==> config.mk <==
export PLATFORM = sky130hd
export DESIGN_NAME = sobel_logo_edge_matcher
export DESIGN_NICKNAME = d
export VERILOG_FILES = /design/src/design/sle_pkg.sv /design/src/design/sle_div.sv /design/src/design/sle_datapath.sv /design/src/design/sle_ctrl.sv /design/src/design/sobel_logo_edge_matcher.sv
export SDC_FILE = /design/constraint.sdc
export NUM_CORES = 2
export LEC_CHECK = 0
export ABC_CLOCK_PERIOD_IN_PS = 20600
export BUFFER_PORTS_ARGS = -buffer_cell sky130_fd_sc_hd__buf_2
export CAP_MARGIN = 20
export CORE_UTILIZATION = 60
export DETAILED_ROUTE_END_ITERATION = 8
export PLACE_DENSITY = 0.78
export SLEW_MARGIN = 5
export SYNTH_ARGS = -nofsm -noshare
export SYNTH_HDL_FRONTEND = slang
export SYNTH_SLANG_ARGS = --single-unit
==> constraint.sdc <==
create_clock -name clk -period 20.6 [get_ports clk]
set_clock_uncertainty 0.05 [all_clocks]
set_input_delay 3.09 -clock clk [delete_from_list [all_inputs] [get_ports clk]]
set_output_delay 3.09 -clock clk [all_outputs]
set_load 0.01 [all_outputs]
==> src/design/sle_pkg.sv <==
// Shared types, constants and codes of the Sobel logo edge matcher.
`default_nettype none

package sle_pkg;

  // Parameter defaults
  localparam int COORD_BITS_DEF    = 12;
  localparam int LOGO_DIM_BITS_DEF = 11;

  // Field widths
  localparam int PIX_W       = 8;
  localparam int WIN_TAPS    = 9;
  localparam int IN_DATA_W   = 80;
  localparam int COUNT_W     = 22;
  localparam int COUNT_OUT_W = 23;
  localparam int SUM_W       = 31;
  localparam int MEAN_W      = 8;
  localparam int SOB_W       = 10;
  localparam int MAG_W       = SOB_W + 1;
  localparam int OUT_FIELD_W = 3 * PIX_W + 2 * COUNT_OUT_W + MEAN_W;
  localparam int OUT_DATA_W  = ((OUT_FIELD_W + 7) / 8) * 8;
  localparam int OUT_PAD_W   = OUT_DATA_W - OUT_FIELD_W;

  // Configuration port
  localparam int CFG_INDEX_W = 3;
  localparam int CFG_DATA_W  = 12;
  localparam int CORNER_W    = 2;
  localparam int LOGO_REG_W  = 11;
  localparam int VIDEO_REG_W = 12;
  localparam int MARGIN_W    = 8;

  localparam logic [CFG_INDEX_W-1:0] CFG_LOGO_CORNER    = 3'd0;
  localparam logic [CFG_INDEX_W-1:0] CFG_LOGO_WIDTH     = 3'd1;
  localparam logic [CFG_INDEX_W-1:0] CFG_LOGO_HEIGHT    = 3'd2;
  localparam logic [CFG_INDEX_W-1:0] CFG_VIDEO_WIDTH    = 3'd3;
  localparam logic [CFG_INDEX_W-1:0] CFG_VIDEO_HEIGHT   = 3'd4;
  localparam logic [CFG_INDEX_W-1:0] CFG_EDGE_MARGIN    = 3'd5;
  localparam logic [CFG_INDEX_W-1:0] CFG_CHROMA_PLANE   = 3'd6;
  localparam logic [CFG_INDEX_W-1:0] CFG_COMPARE_ENABLE = 3'd7;

  // Register reset values
  localparam logic [CORNER_W-1:0]    RST_LOGO_CORNER  = 2'd0;
  localparam logic [LOGO_REG_W-1:0]  RST_LOGO_WIDTH   = 11'd230;
  localparam logic [LOGO_REG_W-1:0]  RST_LOGO_HEIGHT  = 11'd130;
  localparam logic [VIDEO_REG_W-1:0] RST_VIDEO_WIDTH  = 12'd720;
  localparam logic [VIDEO_REG_W-1:0] RST_VIDEO_HEIGHT = 12'd576;
  localparam logic [MARGIN_W-1:0]    RST_EDGE_MARGIN  = 8'd0;

  // Arithmetic constants
  localparam logic [MAG_W-1:0]   CUT_LUMA   = 11'd127;
  localparam logic [MAG_W-1:0]   CUT_CHROMA = 11'd63;
  localparam logic [PIX_W-1:0]   PIX_MAX    = 8'hFF;
  localparam logic [MEAN_W-1:0]  MEAN_MAX   = 8'hFF;
  localparam logic [COUNT_W-1:0] COUNT_MAX  = '1;

  // Mean divider sequencing
  localparam int DIV_STEPS   = MEAN_W;
  localparam int DIV_COUNT_W = 3;
  localparam logic [DIV_COUNT_W-1:0] DIV_LAST = DIV_COUNT_W'(DIV_STEPS - 1);

  typedef enum logic [2:0] {
    ST_RESTART,
    ST_LIMITS,
    ST_IDLE,
    ST_DIVIDE,
    ST_FINISH
  } ctrl_state_t;

  typedef struct packed {
    logic load_bounds;
    logic load_limits;
    logic take;
    logic div_start;
    logic div_step;
    logic div_done;
  } ctrl_cmd_t;

  typedef struct packed {
    logic out_free;
    logic need_div;
  } dp_status_t;

endpackage

`default_nettype wire

==> src/design/sle_div.sv <==
// Restoring divider for the saturated 8-bit mean intensity, one bit per step.
`default_nettype none

module sle_div #(
  parameter int DIVISOR_W = 2 * sle_pkg::LOGO_DIM_BITS_DEF
) (
  input  logic                         clk,
  input  logic                         start,
  input  logic                         step,
  input  logic [sle_pkg::SUM_W-1:0]    dividend,
  input  logic [DIVISOR_W-1:0]         divisor,
  output logic [sle_pkg::MEAN_W-1:0]   quotient
);
  import sle_pkg::*;

  localparam int SH    = MEAN_W - 1;
  localparam int DSH_W = DIVISOR_W + SH;
  localparam int CW    = (SUM_W > DIVISOR_W + MEAN_W) ? SUM_W : DIVISOR_W + MEAN_W;

  logic [SUM_W-1:0]  rem;
  logic [DSH_W-1:0]  dsh;
  logic [MEAN_W-1:0] q;
  logic              sat;

  logic          fits;
  logic [CW-1:0] rem_diff;
  logic [CW-1:0] limit;

  assign fits     = CW'(rem) >= CW'(dsh);
  assign rem_diff = CW'(rem) - CW'(dsh);
  assign limit    = CW'({divisor, {MEAN_W{1'b0}}});

  always_ff @(posedge clk) begin
    if (start) begin
      rem <= dividend;
      dsh <= {divisor, {SH{1'b0}}};
      q   <= '0;
      // zero divisor or quotient past 255 both read as full scale
      sat <= (divisor == '0) || (CW'(dividend) >= limit);
    end else if (step) begin
      if (fits) begin
        rem <= rem_diff[SUM_W-1:0];
      end
      q   <= {q[MEAN_W-2:0], fits};
      dsh <= dsh >> 1;
    end
  end

  assign quotient = sat ? MEAN_MAX : q;

endmodule

`default_nettype wire

==> src/design/sle_datapath.sv <==
// Datapath: configuration registers, area bounds, walker, Sobel, counts, output register.
`default_nettype none

module sle_datapath #(
  parameter int COORD_BITS    = sle_pkg::COORD_BITS_DEF,
  parameter int LOGO_DIM_BITS = sle_pkg::LOGO_DIM_BITS_DEF
) (
  input  logic                              clk,
  input  logic                              rst,
  input  sle_pkg::ctrl_cmd_t                cmd,
  output sle_pkg::dp_status_t               status,
  input  logic                              cfg_write,
  input  logic [sle_pkg::CFG_INDEX_W-1:0]   cfg_index,
  input  logic [sle_pkg::CFG_DATA_W-1:0]    cfg_data,
  input  logic [sle_pkg::IN_DATA_W-1:0]     s_tdata,
  input  logic                              s_tlast,
  output logic                              m_tvalid,
  input  logic                              m_tready,
  output logic [sle_pkg::OUT_DATA_W-1:0]    m_tdata,
  output logic                              m_tlast
);
  import sle_pkg::*;

  localparam int CB     = COORD_BITS;
  localparam int LB     = LOGO_DIM_BITS;
  localparam int DW     = ((CB > LB) ? CB : LB) + 2;
  localparam int PROD_W = 2 * LB;

  localparam logic signed [DW-1:0] S_ZERO = '0;
  localparam logic signed [DW-1:0] S_ONE  = DW'(1);
  localparam logic signed [DW-1:0] S_TWO  = DW'(2);

  typedef struct packed {
    logic signed [DW-1:0] lo;
    logic signed [DW-1:0] hi;
  } span_t;

  // Start and end of the area on one axis; far picks the right or bottom corner
  function automatic span_t axis_span(input logic [CB-1:0] video, input logic [LB-1:0] logo,
                                      input logic far, input logic half);
    logic signed [DW-1:0] v;
    logic signed [DW-1:0] l;
    logic signed [DW-1:0] st;
    logic signed [DW-1:0] en;
    span_t                r;
    v = signed'(DW'(video));
    l = signed'(DW'(logo));
    if (far) begin
      st = v - l;
      en = v - S_ONE;
    end else begin
      st = S_ZERO;
      en = l - S_ONE;
    end
    if (st < S_ZERO) st = S_ZERO;
    if (en < S_ZERO) en = S_ZERO;
    if (en < st) en = st;
    if (half) begin
      st = st >>> 1;
      en = en >>> 1;
    end
    r.lo = st;
    r.hi = en;
    return r;
  endfunction

  // Configuration registers
  logic [CORNER_W-1:0]    logo_corner;
  logic [LOGO_REG_W-1:0]  logo_width;
  logic [LOGO_REG_W-1:0]  logo_height;
  logic [VIDEO_REG_W-1:0] video_width;
  logic [VIDEO_REG_W-1:0] video_height;
  logic [MARGIN_W-1:0]    edge_margin;
  logic                   chroma_plane;
  logic                   compare_enable;

  always_ff @(posedge clk) begin
    if (rst) begin
      logo_corner    <= RST_LOGO_CORNER;
      logo_width     <= RST_LOGO_WIDTH;
      logo_height    <= RST_LOGO_HEIGHT;
      video_width    <= RST_VIDEO_WIDTH;
      video_height   <= RST_VIDEO_HEIGHT;
      edge_margin    <= RST_EDGE_MARGIN;
      chroma_plane   <= 1'b0;
      compare_enable <= 1'b0;
    end else if (cfg_write) begin
      case (cfg_index)
        CFG_LOGO_CORNER:    logo_corner    <= cfg_data[CORNER_W-1:0];
        CFG_LOGO_WIDTH:     logo_width     <= cfg_data[LOGO_REG_W-1:0];
        CFG_LOGO_HEIGHT:    logo_height    <= cfg_data[LOGO_REG_W-1:0];
        CFG_VIDEO_WIDTH:    video_width    <= cfg_data[VIDEO_REG_W-1:0];
        CFG_VIDEO_HEIGHT:   video_height   <= cfg_data[VIDEO_REG_W-1:0];
        CFG_EDGE_MARGIN:    edge_margin    <= cfg_data[MARGIN_W-1:0];
        CFG_CHROMA_PLANE:   chroma_plane   <= cfg_data[0];
        CFG_COMPARE_ENABLE: compare_enable <= cfg_data[0];
        default: ;
      endcase
    end
  end

  // Sizes cut to the coordinate and logo widths
  logic [CB+VIDEO_REG_W-1:0] vw_wide;
  logic [CB+VIDEO_REG_W-1:0] vh_wide;
  logic [LB+LOGO_REG_W-1:0]  lw_wide;
  logic [LB+LOGO_REG_W-1:0]  lh_wide;
  logic [CB-1:0]             vw_eff;
  logic [CB-1:0]             vh_eff;
  logic [LB-1:0]             lw_eff;
  logic [LB-1:0]             lh_eff;
  span_t                     x_span;
  span_t                     y_span;

  assign vw_wide = {{CB{1'b0}}, video_width};
  assign vh_wide = {{CB{1'b0}}, video_height};
  assign lw_wide = {{LB{1'b0}}, logo_width};
  assign lh_wide = {{LB{1'b0}}, logo_height};
  assign vw_eff  = vw_wide[CB-1:0];
  assign vh_eff  = vh_wide[CB-1:0];
  assign lw_eff  = lw_wide[LB-1:0];
  assign lh_eff  = lh_wide[LB-1:0];
  assign x_span  = axis_span(vw_eff, lw_eff, logo_corner[0], chroma_plane);
  assign y_span  = axis_span(vh_eff, lh_eff, logo_corner[1], chroma_plane);

  // Bounds, loaded in the first setup state
  logic signed [DW-1:0] xs;
  logic signed [DW-1:0] xe;
  logic signed [DW-1:0] ys;
  logic signed [DW-1:0] ye;
  logic signed [DW-1:0] pw;
  logic signed [DW-1:0] ph;
  logic signed [DW-1:0] margin;
  logic [MAG_W-1:0]     cut;
  logic [PROD_W-1:0]    prod;

  always_ff @(posedge clk) begin
    if (cmd.load_bounds) begin
      xs     <= x_span.lo;
      xe     <= x_span.hi;
      ys     <= y_span.lo;
      ye     <= y_span.hi;
      pw     <= chroma_plane ? (signed'(DW'(vw_eff)) >>> 1) : signed'(DW'(vw_eff));
      ph     <= chroma_plane ? (signed'(DW'(vh_eff)) >>> 1) : signed'(DW'(vh_eff));
      margin <= chroma_plane ? signed'(DW'(edge_margin >> 1)) : signed'(DW'(edge_margin));
      cut    <= chroma_plane ? CUT_CHROMA : CUT_LUMA;
      prod   <= PROD_W'(lw_eff) * PROD_W'(lh_eff);
    end
  end

  // Zero-gradient limits, loaded in the second setup state
  logic signed [DW-1:0] x_lo;
  logic signed [DW-1:0] x_hi;
  logic signed [DW-1:0] x_pw;
  logic signed [DW-1:0] y_lo;
  logic signed [DW-1:0] y_hi;
  logic signed [DW-1:0] y_ph;

  always_ff @(posedge clk) begin
    if (cmd.load_limits) begin
      x_lo <= xs + margin;
      x_hi <= xe - margin;
      x_pw <= pw - S_TWO;
      y_lo <= ys + margin;
      y_hi <= ye - margin;
      y_ph <= ph - S_TWO;
    end
  end

  // Window unpack
  logic [PIX_W-1:0] win [WIN_TAPS];
  logic [PIX_W-1:0] mask_pix;

  always_comb begin
    for (int i = 0; i < WIN_TAPS; i++) begin
      win[i] = s_tdata[i*PIX_W +: PIX_W];
    end
  end
  assign mask_pix = s_tdata[WIN_TAPS*PIX_W +: PIX_W];

  // Sobel magnitude
  logic [SOB_W-1:0]        sum_up;
  logic [SOB_W-1:0]        sum_dn;
  logic [SOB_W-1:0]        sum_lt;
  logic [SOB_W-1:0]        sum_rt;
  logic signed [SOB_W:0]   gv;
  logic signed [SOB_W:0]   gh;
  logic [SOB_W-1:0]        av;
  logic [SOB_W-1:0]        ah;
  logic [MAG_W-1:0]        mag;

  assign sum_up = SOB_W'(win[0]) + (SOB_W'(win[1]) << 1) + SOB_W'(win[2]);
  assign sum_dn = SOB_W'(win[6]) + (SOB_W'(win[7]) << 1) + SOB_W'(win[8]);
  assign sum_lt = SOB_W'(win[0]) + (SOB_W'(win[3]) << 1) + SOB_W'(win[6]);
  assign sum_rt = SOB_W'(win[2]) + (SOB_W'(win[5]) << 1) + SOB_W'(win[8]);
  assign gv     = signed'({1'b0, sum_dn}) - signed'({1'b0, sum_up});
  assign gh     = signed'({1'b0, sum_lt}) - signed'({1'b0, sum_rt});
  assign av     = gv[SOB_W] ? SOB_W'(-gv) : SOB_W'(gv);
  assign ah     = gh[SOB_W] ? SOB_W'(-gh) : SOB_W'(gh);
  assign mag    = MAG_W'(av) + MAG_W'(ah);

  // Walker and running totals
  logic [CB-1:0]     column_pos;
  logic [CB-1:0]     row_pos;
  logic [COUNT_W-1:0] match_total;
  logic [COUNT_W-1:0] inverse_total;
  logic [SUM_W-1:0]  intensity_sum;

  logic signed [DW-1:0] xc;
  logic signed [DW-1:0] yc;
  logic                 in_zero;
  logic [PIX_W-1:0]     edge_val;
  logic [PIX_W-1:0]     match_v;
  logic [PIX_W-1:0]     inverse_v;
  logic                 match_hit;
  logic                 inverse_hit;
  logic [COUNT_W-1:0]   match_total_next;
  logic [COUNT_W-1:0]   inverse_total_next;
  logic [SUM_W-1:0]     intensity_sum_next;

  assign xc = signed'(DW'(column_pos));
  assign yc = signed'(DW'(row_pos));

  assign in_zero = (xc < x_lo) || (xc <= S_ZERO) || (xc >= x_hi) || (xc >= x_pw) ||
                   (yc < y_lo) || (yc <= S_ZERO) || (yc > y_hi) || (yc >= y_ph);

  assign edge_val  = (!in_zero && (mag >= cut)) ? '0 : PIX_MAX;
  assign match_v   = mask_pix + edge_val;
  assign inverse_v = ~mask_pix + edge_val;

  assign match_hit   = compare_enable && (match_v == '0) && (match_total != COUNT_MAX);
  assign inverse_hit = compare_enable && (inverse_v == '0) && (inverse_total != COUNT_MAX);
  assign match_total_next   = match_hit ? match_total + 1'b1 : match_total;
  assign inverse_total_next = inverse_hit ? inverse_total + 1'b1 : inverse_total;
  assign intensity_sum_next = chroma_plane ? intensity_sum
                                           : intensity_sum + SUM_W'(win[4]);

  always_ff @(posedge clk) begin
    if (cmd.load_limits || (cmd.take && s_tlast)) begin
      // back to the area start, clear the totals
      column_pos    <= xs[CB-1:0];
      row_pos       <= ys[CB-1:0];
      match_total   <= '0;
      inverse_total <= '0;
      intensity_sum <= '0;
    end else if (cmd.take) begin
      match_total   <= match_total_next;
      inverse_total <= inverse_total_next;
      intensity_sum <= intensity_sum_next;
      if (xc >= xe) begin
        column_pos <= xs[CB-1:0];
        row_pos    <= (yc >= ye) ? ys[CB-1:0] : row_pos + 1'b1;
      end else begin
        column_pos <= column_pos + 1'b1;
      end
    end
  end

  // Mean intensity divider
  logic [MEAN_W-1:0] quotient;

  sle_div #(
    .DIVISOR_W (PROD_W)
  ) u_div (
    .clk      (clk),
    .start    (cmd.div_start),
    .step     (cmd.div_step),
    .dividend (intensity_sum_next),
    .divisor  (prod),
    .quotient (quotient)
  );

  // Output register
  logic [PIX_W-1:0]       out_edge;
  logic [PIX_W-1:0]       out_match;
  logic [PIX_W-1:0]       out_inverse;
  logic [COUNT_OUT_W-1:0] out_mcount;
  logic [COUNT_OUT_W-1:0] out_icount;
  logic [MEAN_W-1:0]      out_mean;
  logic                   out_last;

  always_ff @(posedge clk) begin
    if (cmd.take) begin
      out_edge    <= edge_val;
      out_match   <= compare_enable ? match_v : '0;
      out_inverse <= compare_enable ? inverse_v : '0;
      out_mcount  <= compare_enable ? COUNT_OUT_W'(match_total_next) : '0;
      out_icount  <= compare_enable ? COUNT_OUT_W'(inverse_total_next) : '0;
      out_mean    <= '0;
      out_last    <= s_tlast;
    end else if (cmd.div_done) begin
      out_mean <= quotient;
    end
  end

  always_ff @(posedge clk) begin
    if (rst) begin
      m_tvalid <= 1'b0;
    end else if ((cmd.take && !status.need_div) || cmd.div_done) begin
      m_tvalid <= 1'b1;
    end else if (m_tready) begin
      m_tvalid <= 1'b0;
    end
  end

  assign m_tdata = {{OUT_PAD_W{1'b0}}, out_mean, out_icount, out_mcount,
                    out_inverse, out_match, out_edge};
  assign m_tlast = out_last;

  assign status.out_free = !m_tvalid || m_tready;
  assign status.need_div = s_tlast && !chroma_plane;

  a_no_overwrite: assert property (@(posedge clk) disable iff (rst)
    cmd.take |-> (!m_tvalid || m_tready))
    else $error("item taken while a result is stalled");

  a_last_clears: assert property (@(posedge clk) disable iff (rst)
    (cmd.take && s_tlast) |=> (match_total == '0) && (inverse_total == '0) &&
                               (intensity_sum == '0) && (column_pos == xs[CB-1:0]))
    else $error("area state not restarted after the last item");

endmodule

`default_nettype wire

==> src/design/sle_ctrl.sv <==
// Controller: setup after reset and configuration, item acceptance, mean division steps.
`default_nettype none

module sle_ctrl (
  input  logic                 clk,
  input  logic                 rst,
  input  logic                 cfg_write,
  input  logic                 s_tvalid,
  input  sle_pkg::dp_status_t  status,
  output sle_pkg::ctrl_cmd_t   cmd,
  output logic                 s_tready
);
  import sle_pkg::*;

  ctrl_state_t            state;
  ctrl_state_t            state_next;
  logic [DIV_COUNT_W-1:0] div_count;
  logic [DIV_COUNT_W-1:0] div_count_next;
  logic                   ready;
  logic                   accept;

  assign ready  = (state == ST_IDLE) && status.out_free && !cfg_write;
  assign accept = ready && s_tvalid;

  always_ff @(posedge clk) begin
    if (rst) begin
      state     <= ST_RESTART;
      div_count <= '0;
    end else begin
      state     <= state_next;
      div_count <= div_count_next;
    end
  end

  always_comb begin
    state_next     = state;
    div_count_next = (state == ST_DIVIDE) ? div_count + 1'b1 : '0;
    case (state)
      ST_RESTART: state_next = cfg_write ? ST_RESTART : ST_LIMITS;
      ST_LIMITS:  state_next = cfg_write ? ST_RESTART : ST_IDLE;
      ST_IDLE: begin
        if (cfg_write) begin
          state_next = ST_RESTART;
        end else if (accept && status.need_div) begin
          state_next = ST_DIVIDE;
        end
      end
      ST_DIVIDE: begin
        if (div_count == DIV_LAST) begin
          state_next = ST_FINISH;
        end
      end
      ST_FINISH:  state_next = ST_IDLE;
      default:    state_next = ST_RESTART;
    endcase
  end

  always_comb begin
    cmd.load_bounds = (state == ST_RESTART);
    cmd.load_limits = (state == ST_LIMITS);
    cmd.take        = accept;
    cmd.div_start   = accept && status.need_div;
    cmd.div_step    = (state == ST_DIVIDE);
    cmd.div_done    = (state == ST_FINISH);
    s_tready        = ready;
  end

  a_div_follows: assert property (@(posedge clk) disable iff (rst)
    cmd.div_start |=> (state == ST_DIVIDE) && (div_count == '0))
    else $error("divider start not followed by the divide phase");

  a_full_divide: assert property (@(posedge clk) disable iff (rst)
    (state == ST_FINISH) |-> ($past(state) == ST_DIVIDE) && ($past(div_count) == DIV_LAST))
    else $error("mean delivered before all divide steps");

endmodule

`default_nettype wire

==> src/design/sobel_logo_edge_matcher.sv <==
// Top level of the Sobel logo edge matcher: controller and datapath.
//
// Usage:
//   Input items arrive on s_tvalid/s_tready/s_tdata/s_tlast, one 3x3 window
//   plus mask pixel per item, in raster order over the logo area; s_tlast
//   marks the final pixel of the area. Result items leave on
//   m_tvalid/m_tready/m_tdata/m_tlast, one per input item, with m_tlast set
//   on the result of the final pixel.
//   Flow: a result is registered and shows in the cycle after its item is
//   accepted, so items stream at one per cycle while m_tready stays high. The
//   final item of a luma area also waits for the mean intensity: it comes out
//   of an 8-step restoring divider (one quotient bit per cycle) after a load
//   step, and s_tready stays low meanwhile.
//   Stall: a new item is taken in the cycle the pending result is taken;
//   while a result waits on m_tready, s_tready is low and nothing is lost.
//   Reset and any configuration write start the setup states (bounds, then
//   zero-gradient limits and walker restart) with s_tready low; write
//   configuration only while the block is idle.
`default_nettype none

module sobel_logo_edge_matcher #(
  parameter int COORD_BITS    = sle_pkg::COORD_BITS_DEF,
  parameter int LOGO_DIM_BITS = sle_pkg::LOGO_DIM_BITS_DEF
) (
  input  logic                             clk,
  input  logic                             rst,
  // configuration write port, register index in list order
  input  logic                             cfg_write,
  input  logic [sle_pkg::CFG_INDEX_W-1:0]  cfg_index,
  input  logic [sle_pkg::CFG_DATA_W-1:0]   cfg_data,
  // input items
  input  logic                             s_tvalid,
  output logic                             s_tready,
  // pix_up_left, pix_up, pix_up_right, pix_left, pix_center, pix_right,
  // pix_down_left, pix_down, pix_down_right, mask_pixel (8 bits each)
  input  logic [sle_pkg::IN_DATA_W-1:0]    s_tdata,
  input  logic                             s_tlast,    // area_last
  // result items
  output logic                             m_tvalid,
  input  logic                             m_tready,
  // edge_pixel (8), match_value (8), inverse_value (8), match_count (23),
  // inverse_count (23), mean_intensity (8), zero fill (2)
  output logic [sle_pkg::OUT_DATA_W-1:0]   m_tdata,
  output logic                             m_tlast     // area_done
);
  import sle_pkg::*;

  ctrl_cmd_t  cmd;
  dp_status_t status;

  // Sequencing: setup after reset or configuration, take, divide, finish
  sle_ctrl u_ctrl (
    .clk       (clk),
    .rst       (rst),
    .cfg_write (cfg_write),
    .s_tvalid  (s_tvalid),
    .status    (status),
    .cmd       (cmd),
    .s_tready  (s_tready)
  );

  // Configuration, area walker, Sobel threshold, counts and output register
  sle_datapath #(
    .COORD_BITS    (COORD_BITS),
    .LOGO_DIM_BITS (LOGO_DIM_BITS)
  ) u_datapath (
    .clk       (clk),
    .rst       (rst),
    .cmd       (cmd),
    .status    (status),
    .cfg_write (cfg_write),
    .cfg_index (cfg_index),
    .cfg_data  (cfg_data),
    .s_tdata   (s_tdata),
    .s_tlast   (s_tlast),
    .m_tvalid  (m_tvalid),
    .m_tready  (m_tready),
    .m_tdata   (m_tdata),
    .m_tlast   (m_tlast)
  );

endmodule

`default_nettype wire
==> impl.org <==
** Run status
- The flow ran to the end, and the final reports show no timing, DRC or antenna violations.

** Setup path
- For the worst setup path, the data required time is 21.01 ns.
- The worst register-to-register path begins at u_datapath.column_pos[3]$_DFFE_PP_.
- Kind of launch point of the worst setup path :: primary input
- Max incr delay on CP :: slightly above 0.9 ns
- On the critical path, the stage with the largest delay is an instance of or4b_2.
- Category of cells accounting for the largest share of critical-path delay :: simple AND/OR/NAND/NOR gates
- The critical path contains buffers and inverters numbering 3 combined.
- Kind of end point of the critical path :: flip-flop
- Setup slack on the worst reg-to-reg path comes out at between 10 and 15 ns.
- Counting cells, the worst reg-to-reg path comes to 20.
- For the worst setup path, the data arrival time is between 10 and 15 ns.
- Of all nets on the critical path, the largest fanout is 22.
- Crit path kind :: in -> reg
- The most numerous cell type found on the critical path is a21oi_1.
- Endpoint of the most critical register-to-register path :: u_datapath.out_icount[2]$_SDFFCE_PN0P_

** STA
- The worst pin sits at a relative slew slack of 28.9%.
- Hold Fails Final Rpt :: 0
- After layout, the worst setup slack is 7.37 ns.
- The max-slew violation count was 0.
- Max Clock Freq :: 0.0756 GHz
- Summed over all failing endpoints, the final setup total negative slack is 0 ns.
- Setup repair after global routing left no endpoint under its margin.
- Final period demand of the worst path :: 13.23 ns
- Transition time of the tightest slew-check pin :: 1.07 ns
- Setup violations remaining at the end of the flow were counted as 0.
- Final clock period utilization by the worst path :: 64.2%

** Route
- The first routing iteration left about 2300 violations.
- The count of nets left with antenna violations once routing finished came out at 0.
- 1st-pass router iterations :: 6
- After detailed routing, the number of vias per cell comes to 5.82.
- Via count :: 29600
- After detailed routing, the average wire length per cell comes to ~18 um.
- For this run, design rule violations remaining after detail routing come to 0.
- Total wire length :: 90000 um

** Floorplanning
- The total area inside the core boundary comes to 0.0617 mm2.
- After floorplanning, the core was divided into slightly above 90 placement rows.
- The floorplan step defined a die boundary enclosing 0.0634 mm2.
- Boundary Pins :: 184
- The floorplan step set the die width to 252 um.
- Once the floorplan was initialized, standard cells occupied 60.6% of the core.
- The die is 252 um tall.

** Clocking
- Number of buffers on the longest clock path :: 3
- Worst-path clk slew :: ~0.060 ns
- Number of CTS-inserted buffers :: 53
- Post-CTS Setup Bufs :: 0
- The clock reaches the later pin of the worst-skew pair after 0.64 ns.
- TritonCTS sink count :: 488
- Post-cts repair resize count :: 0
- Buffer cell driving the clock tree root :: clkbuf_16
- Max H-tree Level :: 2
- TritonCTS clock tree :: yes
- Number of hold buffers added after cts :: 0

** Synthesis
- Largest area contributor in the netlist :: edfxtp_1
- Number of flops mapped to enable cells by yosys :: 325
- Flip-flop cell with the highest count after synthesis :: edfxtp_1
- The synthesized netlist contains between 80 and 90 unique library cells.
- Yosys warning count :: 0
- Flip-flop and latch count after synthesis :: 488
- A synthesized cell averages 9.18 um2.
- Counting every instance in the synthesized netlist gives just over 4000.
- Sequential cells were found to cover 34.8% of the synthesized design area.
- Area share of the largest cell type after synthesis :: 26.1%
- Summing every instance area after synthesis gives 0.0374 mm2.
- Cells taking the most area after synthesis :: edfxtp_1 26%, ha_1 12%, dfxtp_1 8.7%, fa_1 8.2%, inv_1 5.2%
- In the synthesized netlist the async set-or-reset flop fraction comes to 0%.

** Placed design
- Port Buf Inserts :: 179
- Pre-CTS WS :: 6.68 ns
- At the end of routability-driven placement, the weighted congestion stood at 0.899.
- Post-DP HPWL :: 67300 um

** Power
- Highest ir drop seen on vdd :: around 0.14 mV
- Combinational logic is responsible for 39.5% of the overall power.
- Fraction of power consumed by the clock network :: a little over a quarter
- In this run the static leakage power is 17.8 nW.
- Pwr/cell area :: 88.8 mW/mm2
- Cell internal power was estimated by the tool at 2.33 mW.
- Sequential cells account for 34.5% of the total power.
- Net switching is 35.7% of the power.
- Net switching power :: 1.30 mW

** Final layout
- Fillcell total :: 4931
- Share of cells above drive strength 1 :: 9.40%
- Final nets :: 4808
- Final core utilization :: 66.1%
- Synth-to-Final Area Change :: 9.02%
- Leaving out fill and tap cells, the most frequent cell in the layout is inv_1.
- Most frequent cells in the layout :: 515 x inv_1, 399 x nand2_1, 354 x ha_1

** Min path
- HP Start :: u_datapath.pw[0]$_DFFE_PN_
- WHS Endpoint :: u_datapath.x_pw[0]$_DFFE_PN_
- The min-delay analysis places its worst path in the category reg -> reg.
- Along the worst hold path, the cell count comes to 0.

** Global route
- Via count of the first global-routing pass :: around 29000
- Wire length of the first global-routing pass :: between 100000 and 150000 um
- Initial antenna violation count :: 2
- In the global route stage, overall resource usage came out at 28.6%.
- Global routing finished with a remaining overflow of 0.
- Entering global routing, the biggest net connects 80 pins.

** Flow run
- The tool flagged a number of max-cap violations equal to 0.
[how the worst max path moves through the flow]
| stage | start | to | slack, ns | depth (start not counted) |
|---|---|---|---|---|
| 4_1_cts | s_tdata[18] | u_datapath.out_icount[2]$_SDFFCE_PN0P_ | 7.33 | 37 |
| 3_5_place_dp | s_tdata[18] | u_datapath.out_icount[2]$_SDFFCE_PN0P_ | 6.68 | 37 |
| 6_report | s_tdata[18] | u_datapath.out_icount[2]$_SDFFCE_PN0P_ | 7.37 | 38 |
| 5_1_grt | s_tdata[18] | u_datapath.out_icount[2]$_SDFFCE_PN0P_ | 6.69 | 38 |
| 2_1_floorplan | s_tdata[18] | u_datapath.match_total[18]$_SDFFE_PP0P_ | 8.22 | 38 |
| 3_3_place_gp | s_tdata[18] | u_datapath.out_icount[2]$_SDFFCE_PN0P_ | 7.00 | 37 |
[through the flow]
stage,power [mW],hold WS (ns),area [um2],instances
CTS,3.63,0.372,40700,5077
global placement,2.63,0.352,39000,4977
finish,3.62,0.366,40800,5082
floorplan,2.37,0.350,37400,4077
global route,3.87,0.374,40800,5082
detailed placement,2.68,0.356,39000,4978
[kinds of logic after synthesis]
family | count (synthesis) | share of synthesized area, %
AO/OA/AOI/OAI | 739 | 12.2
XOR/XNOR | 246 | 5.76
adder cells (fa/ha/maj) | 507 | 20.0
buffers and inverters | 664 | 6.86
flip-flops | 488 | 34.8
multiplexers | 128 | 3.67
other | 1 | 0.0100
AND/OR/NAND/NOR | 1301 | 16.7
[cell type report]
cell class | instances | area [um2] | area share [%]
Sequential cell | 488 | 13000 | 31.9
Tap cell | 837 | 1050 | 2.57
Antenna cell | 1 | 2.50 | 0.00613
Inverter | 530 | 1990 | 4.88
Multi-Input combinational cell | 2925 | 21900 | 53.6
Clock inverter | 22 | 184 | 0.451
Timing Repair Buffer | 202 | 1140 | 2.78
Clock buffer | 77 | 1540 | 3.78
[power by group through the flow]
| stage | sequential, mW | combinational, mW | clock, mW |
|---|---|---|---|
| after floorplan | 1.24 | 1.12 | 0 |
| after global placement | 1.27 | 1.37 | 0 |
| after detailed placement | 1.27 | 1.41 | 0 |
| after CTS | 1.25 | 1.43 | 0.954 |
| after global routing | 1.26 | 1.62 | 0.989 |
| final | 1.25 | 1.43 | 0.942 |
[cell usage after synthesis, types with 82 or more instances]
cell type and number:
xnor2_1 152, a21oi_1 252, inv_1 515, nor2_1 330
dfxtp_1 163, nand3_1 108, xor2_1 94, edfxtp_1 325
nor3_1 82, o21ai_0 168, ha_1 354, fa_1 153
nand2_1 399, clkbuf_1 103
[sequential cells by signal, summed over array words and instances, names as in the netlist, 14 cells and up]
name                      cells
u_datapath.match_total       22
u_datapath.x_hi              14
u_datapath.y_ph              14
u_datapath.u_div.rem         31
u_datapath.inverse_total     22
u_datapath.prod              22
u_datapath.out_mcount        22
u_datapath.x_pw              14
u_datapath.out_icount        22
u_datapath.intensity_sum     31
u_datapath.u_div.dsh         29
u_datapath.y_hi              14
[worst reg2reg max path, delay by kind of cell, from the launching register on]
kind / cells / cell delay (ns)
AOI/OAI and AO/OA: 8 / 1.91
adders and majority gates: 2 / 0.92
buffers and inverters: 1 / 0.26
DFF: 1 / 0.57
and+or+nand+nor: 9 / 3.43
[layer usage]
layer | GRT usage, % | vias to the layer above | part of all wire, %
li1 | - | 14300 | -
met1 | 37.9 | 14100 | 43
met2 | 48.5 | 956 | 48
met3 | 3.67 | 197 | 5.9
met4 | 9.22 | 2 | 3.1
met5 | 0 | - | 0.012
No activity file was read; power rests on OpenSTA's default activity.
